$ cat src/design/gft_pkg.sv
// Shared types, constants and arithmetic helpers for the gait foot trajectory block.
// Used by every module of the block; depends on nothing else.
`default_nettype none

package gft_pkg;

    localparam int NUM_LEGS  = 4;
    localparam int POS_W     = 36;
    localparam int FRAC_BITS = 17;

    localparam logic [1:0] GAIT_TROT   = 2'd0;
    localparam logic [1:0] GAIT_CRAWL  = 2'd1;
    localparam logic [1:0] GAIT_GALLOP = 2'd2;

    localparam logic [1:0] REG_GAIT_TYPE   = 2'd0;
    localparam logic [1:0] REG_CURVE_DELTA = 2'd1;

    localparam logic [1:0]  GAIT_TYPE_RST   = GAIT_TROT;
    localparam logic [15:0] CURVE_DELTA_RST = 16'd13107;

    // ceil(2^19 / 3): floor(x / 3) == (x * DIV3_RECIP) >> 19 for every x below 2^19.
    localparam logic [17:0] DIV3_RECIP = 18'd174763;

    typedef logic signed [POS_W-1:0] pos_t;

    typedef struct packed {
        logic [1:0]         leg;
        logic [15:0]        phase;
        logic signed [15:0] step_x;
        logic signed [15:0] step_z;
        logic [14:0]        lift_height;
        logic signed [15:0] neutral_x;
        logic signed [15:0] neutral_y;
        logic signed [15:0] neutral_z;
    } in_t;

    typedef struct packed {
        logic signed [15:0] foot_x;
        logic signed [15:0] foot_y;
        logic signed [15:0] foot_z;
        logic               in_swing;
    } out_t;

    typedef struct packed {
        logic [5:0][POS_W-1:0] x;
        logic [5:0][POS_W-1:0] y;
        logic [5:0][POS_W-1:0] z;
    } cpts_t;

    function automatic logic [15:0] leg_offset(logic [1:0] gait, logic [1:0] leg);
        logic [15:0] off;
        case (gait)
            GAIT_CRAWL: begin
                case (leg)
                    2'd0:    off = 16'd0;
                    2'd1:    off = 16'd32768;
                    2'd2:    off = 16'd49152;
                    default: off = 16'd16384;
                endcase
            end
            GAIT_GALLOP: begin
                case (leg)
                    2'd0:    off = 16'd0;
                    2'd1:    off = 16'd8192;
                    2'd2:    off = 16'd40960;
                    default: off = 16'd32768;
                endcase
            end
            default: begin
                // The reserved gait code behaves as trot.
                off = leg[0] ? 16'd32768 : 16'd0;
            end
        endcase
        return off;
    endfunction

    // One de Casteljau step: a + floor(((b - a) * t + 2^15) / 2^16).
    function automatic pos_t lerp(pos_t a, pos_t b, logic [15:0] t);
        logic signed [POS_W:0]    diff;
        logic signed [POS_W+17:0] prod;
        logic signed [POS_W+17:0] rnd;
        diff = (POS_W+1)'(b) - (POS_W+1)'(a);
        prod = diff * $signed({1'b0, t});
        rnd  = (prod + (POS_W+18)'(32768)) >>> 16;
        return a + pos_t'(rnd[POS_W-1:0]);
    endfunction

    // Round to the output unit and saturate to 16 bits.
    function automatic logic [15:0] to_out(pos_t v);
        logic signed [POS_W:0] r;
        r = ((POS_W+1)'(v) + (POS_W+1)'(65536)) >>> FRAC_BITS;
        if (r > (POS_W+1)'(32767)) begin
            return 16'h7FFF;
        end else if (r < -(POS_W+1)'(32768)) begin
            return 16'h8000;
        end
        return r[15:0];
    endfunction

endpackage

`default_nettype wire

$ cat src/design/gft_out.sv
// Output stage: rounds and saturates the foot point and holds the result word.
// One register stage; depends on gft_pkg.
`default_nettype none

module gft_out (
    input  wire logic          aclk,
    input  wire logic          aresetn,
    input  wire logic          in_valid,
    output logic               in_ready,
    input  wire gft_pkg::pos_t in_x,
    input  wire gft_pkg::pos_t in_y,
    input  wire gft_pkg::pos_t in_z,
    input  wire logic          in_swing,
    output logic               m_valid,
    input  wire logic          m_ready,
    output gft_pkg::out_t      m_data
);

    logic          m_valid_reg;
    gft_pkg::out_t m_data_reg;
    gft_pkg::out_t m_data_next;

    assign in_ready = !m_valid_reg || m_ready;

    always_comb begin
        m_data_next.foot_x   = gft_pkg::to_out(in_x);
        m_data_next.foot_y   = gft_pkg::to_out(in_y);
        m_data_next.foot_z   = gft_pkg::to_out(in_z);
        m_data_next.in_swing = in_swing;
    end

    always_ff @(posedge aclk) begin
        if (!aresetn) begin
            m_valid_reg <= 1'b0;
        end else if (in_ready) begin
            m_valid_reg <= in_valid;
        end
    end

    always_ff @(posedge aclk) begin
        if (in_ready) begin
            m_data_reg <= m_data_next;
        end
    end

    assign m_valid = m_valid_reg;
    assign m_data  = m_data_reg;

endmodule

`default_nettype wire

$ cat config.mk
export PLATFORM = sky130hd
export DESIGN_NAME = gft_out
export DESIGN_NICKNAME = d
export VERILOG_FILES = /design/src/design/gft_pkg.sv /design/src/design/gft_out.sv
export SDC_FILE = /design/constraint.sdc
export NUM_CORES = 1
export LEC_CHECK = 0
export ABC_AREA = 1
export BUFFER_PORTS_ARGS = -buffer_cell sky130_fd_sc_hd__buf_2
export CORE_UTILIZATION = 40
export CTS_CLUSTER_DIAMETER = 80
export DETAILED_ROUTE_END_ITERATION = 6
export PLACE_DENSITY = 0.71
export SYNTH_ARGS = -nofsm -noshare
export SYNTH_HDL_FRONTEND = slang
export SYNTH_SLANG_ARGS = --single-unit
$ cat constraint.sdc
create_clock -name aclk -period 4.6 [get_ports aclk]
set_input_delay 0.92 -clock aclk [delete_from_list [all_inputs] [get_ports aclk]]
set_output_delay 0.92 -clock aclk [all_outputs]
set_load 0.005 [all_outputs]
; Word-level counts from Yosys, hierarchy flattened
; Cells that the tools add are included.
[classes]
mux = 15
n_div = 0
n_reduce_logical = 2
shifts = 0
n_mul = 0
addsub = 3
eq_ne = 0
bitwise = 0
order_cmp = 6
[op_table]
columns = cell, count
row1 = 2-to-1 mux 16 bit, 9
row2 = "adder 36 x 18 -> 37 bit, second input constant", 3
row3 = "greater-than comparator 20 x 16 -> 1 bit, second input constant", 3
row4 = "less-than comparator 20 x 16 -> 1 bit, second input constant", 3
row5 = 2-to-1 mux 1 bit, 6
row6 = zero test 1 bit, 1
row7 = logical OR 1 bit, 1
[totals]
romBits = 0
output_inout_bits = 51
latch_bits = 0
inputBits = 113
mem_bits_rw = 0
mem_count = 0
regBits = 50

; Logic depth before layout (Yosys ltp)
[logic_depth]
depth_word = 5
depth_mapped = 14
depth_no_buf = 13

; Worst setup path before layout
; Ideal clock, no wire load.
[synth_timing]
kind = input to output
from = input port m_ready
to = output port in_ready
arrival_time_ps = 2034
slack_ps = 1646
n_path_buf = 0
path_stages = 2
path_cell_list = inv_1 -> nand2_1
[synth_between]
elab_chain_len = 1
[synth_rtl]
columns = element, line
row1 = "start, declared", gft_out.sv:15  ; input wire logic m_ready,
row2 = logical OR 1 bit, gft_out.sv:23  ; assign in_ready = !m_valid_reg || m_ready;
row3 = "end, declared", gft_out.sv:9  ; output logic in_ready,
; Every way passes these cells.

==> summary.md <==
| Metric | Value |
|---|---|
| Run status | complete, no violations |
| TNS Setup | 0 ns |
| Setup bufs post-CTS | 0 |
| Die Y | 94.7 um |
| Pin count of the biggest net entering global routing | 51 |
| Most frequent cells in the layout | nand2_1 (171), buf_2 (115), edfxtp_1 (49) |
| Cell area after synthesis | 3440 um2 |
| GP Congestion | 0.927 |
| Total clock buffers created by CTS | 5 |
| Post-place instance area | 4090 um2 |
| Commonest non-fill, non-tap cell in the layout | nand2_1 |
| Final hold vios | 0 |
| First-pass GRT wire length | 12.4 mm |
| PnR Total Power | 1.03 mW |
| Clk buf depth | 2 |
| Grt ovf | 0 |
| Input/output buffers | 115 |
| CP Max Fanout | 15 |
| Synth warn | 0 |
| R2R setup slack | 3.18 ns |
| Fin crit period | 2.38 ns |
| Seq cells post-synth | 50 |
| Initial antenna violation count | 0 |
| Pwr/cell area | 247 nW/um2 |
| Slew Limit Fails | 0 |
| CTS Hold Bufs | 0 |
| H-tree levels | 2 |
| Width of the die | 94.7 um |
| Root buf cell | clkbuf_8 |
| Critical path launch point type | input port |
| RSZ-0062 raised after global routing | false |
| Clk slew on worst S/H paths | 0.10 ns |
| Via count of the routed design | 3066 |
| Peak VDD IR | 0.000107 V |
| Req. time, crit path | 4.65 ns |
| Total track usage | 0.175 |
| Top area cells in the synthesized netlist | edfxtp_1 (43%), nand2_1 (19%), xnor2_1 (5.3%), xor2_1 (5.3%), inv_1 (5.1%) |
| Initial Util | 0.416 |
| Die ar. | 8970 um2 |
| Cts repair resizes | 0 |
| Syn Area/Cell | 7.98 um2 |
| Util after Layout | 0.507 |
| Seq/Total Area, Yosys | 0.434 |
| CTS tree | yes |
| F_max | 421 MHz |
| Critical path type | in2reg |
| # DRC | 0 |
| 1st-pass router iterations | 4 |
| Setup violators final | 0 |
| Ratio of cells with drive above 1 in the final layout | 0.295 |
| Crit. End Element | flip-flop |
| Final setup margin | 2.22 ns |
| Leakage Power | 1.98 nW |
| Syn-to-layout area delta | 21.7% |
| Final antenna-violating net count | 0 |
| Fin cells | 654 |
| Cell taking the most area after synthesis | edfxtp_1 |
| Pre-CTS setup slack | 1.89 ns |
| Drt total wl | 7.45 mm |
| Worst Max-Slew Pin Slew | 0.647 ns |
| Antenna diodes | 0 |
| Average wire per standard cell | 11.4 um |
| Cell variety after synth | 28 |
| DR vias/cell | 4.69 |
| Fin Clk Skew | 0.0105 ns |
| Number of I/O pins | 164 |
| Max-Cap Viols | 0 |
| Syn_nets | 547 |
| # rows | 33 |
| Max reg flops | 49 |
| Share of the synthesized area in the top cell type | 0.428 |
| Slew Limit Headroom | 0.569 |
| Tightest Hold Check Type | in2reg |
| Placed wire-length estimate | 5.94 mm |
| Total core area | 8260 um2 |
| Skew-Pair Late Insertion Delay | 0.30 ns |
| Dpl cells | 646 |
| Tcrit/Tclk final | 0.517 |
| Finished Cell Area | 4180 um2 |
| Crit path DAT | 2.43 ns |
| Clk sinks | 50 |
| Vias in the first global route | 2820 |
| Synthesized instance count | 431 |
| Hold Slack | 0.791 ns |
| Nets@finish | 664 |
| Starting DRC count in detailed routing | 54 |
## worst max-delay path, cell delays in order
cell	delay (ns)
buf_2	0.09
ha_1	0.18
nand2_1	0.07
nor2_2	0.19
nand3_2	0.17
o21ai_0	0.18
nand2_1	0.10
nor2_1	0.12
a21o_2	0.30
nand2_1	0.10
## Yosys cell counts
| cell type | count |
|---|---|
| nand2_1 | 172 |
| xnor2_1 | 21 |
| nor3_1 | 3 |
| xor2_1 | 21 |
| and2_1 | 1 |
| a21o_2 | 2 |
| ha_1 | 3 |
| buf_6 | 6 |
| o21ai_0 | 3 |
| nor2_2 | 12 |
| nor2_4 | 5 |
| edfxtp_1 | 49 |
| dfxtp_1 | 1 |
| nand4_1 | 2 |
| nand2_2 | 11 |
| nand3_1 | 26 |
| a31oi_1 | 3 |
| clkinv_1 | 1 |
| o21ai_2 | 1 |
| nor2_1 | 28 |
| nand3b_1 | 3 |
| a21boi_0 | 1 |
| o21bai_4 | 1 |
| inv_2 | 2 |
| o21ai_4 | 2 |
| nand3_2 | 2 |
| o21ai_1 | 2 |
| inv_1 | 47 |
## kinds of logic after synthesis
kind of cell | share of synthesized area
AO/OA/AOI/OAI | 0.0375
adder cells (fa/ha/maj) | 0.0109
AND/OR/NAND/NOR | 0.337
buffers and inverters | 0.0742
XOR/XNOR | 0.107
flip-flops | 0.434
## report_power, final
part | total, mW | switching (mW) | internal (mW) | leakage [nW]
Combinational | 0.208 | 0.122 | 0.0862 | 1.43
Clock | 0.270 | 0.145 | 0.125 | 0.0489
Sequential | 0.554 | 0.00902 | 0.545 | 0.496
## layout make-up
| cell class | count | area, um2 |
|---|---|---|
| clock buffers | 7 | 86.3 |
| clock inverters | 1 | 8.76 |
| fillers | 820 | 4080 |
| inverters | 50 | 188 |
| multi-input cells | 325 | 1690 |
| flip-flops and latches | 50 | 1490 |
| well taps | 105 | 131 |
| repair buffers | 116 | 583 |
## final timing paths
kind | start | end | cells after the start
hold / removal | in_swing | m_data[0]$_DFFE_PP_ | 1
setup reg to reg | m_valid$_SDFFE_PN0P_ | m_valid$_SDFFE_PN0P_ | 3
hold reg to reg | m_valid$_SDFFE_PN0P_ | m_data[24]$_DFFE_PP_ | 2
setup / recovery | in_z[16] | m_data[11]$_DFFE_PP_ | 10
## metal layers
layer | wire [um] | track usage
met3 | 483 | 0.0395
met1 | 3270 | 0.200
met4 | 90 | 0.0492
met2 | 3610 | 0.324
met5 | 0 | 0
Power figures use the tool's default switching activity.
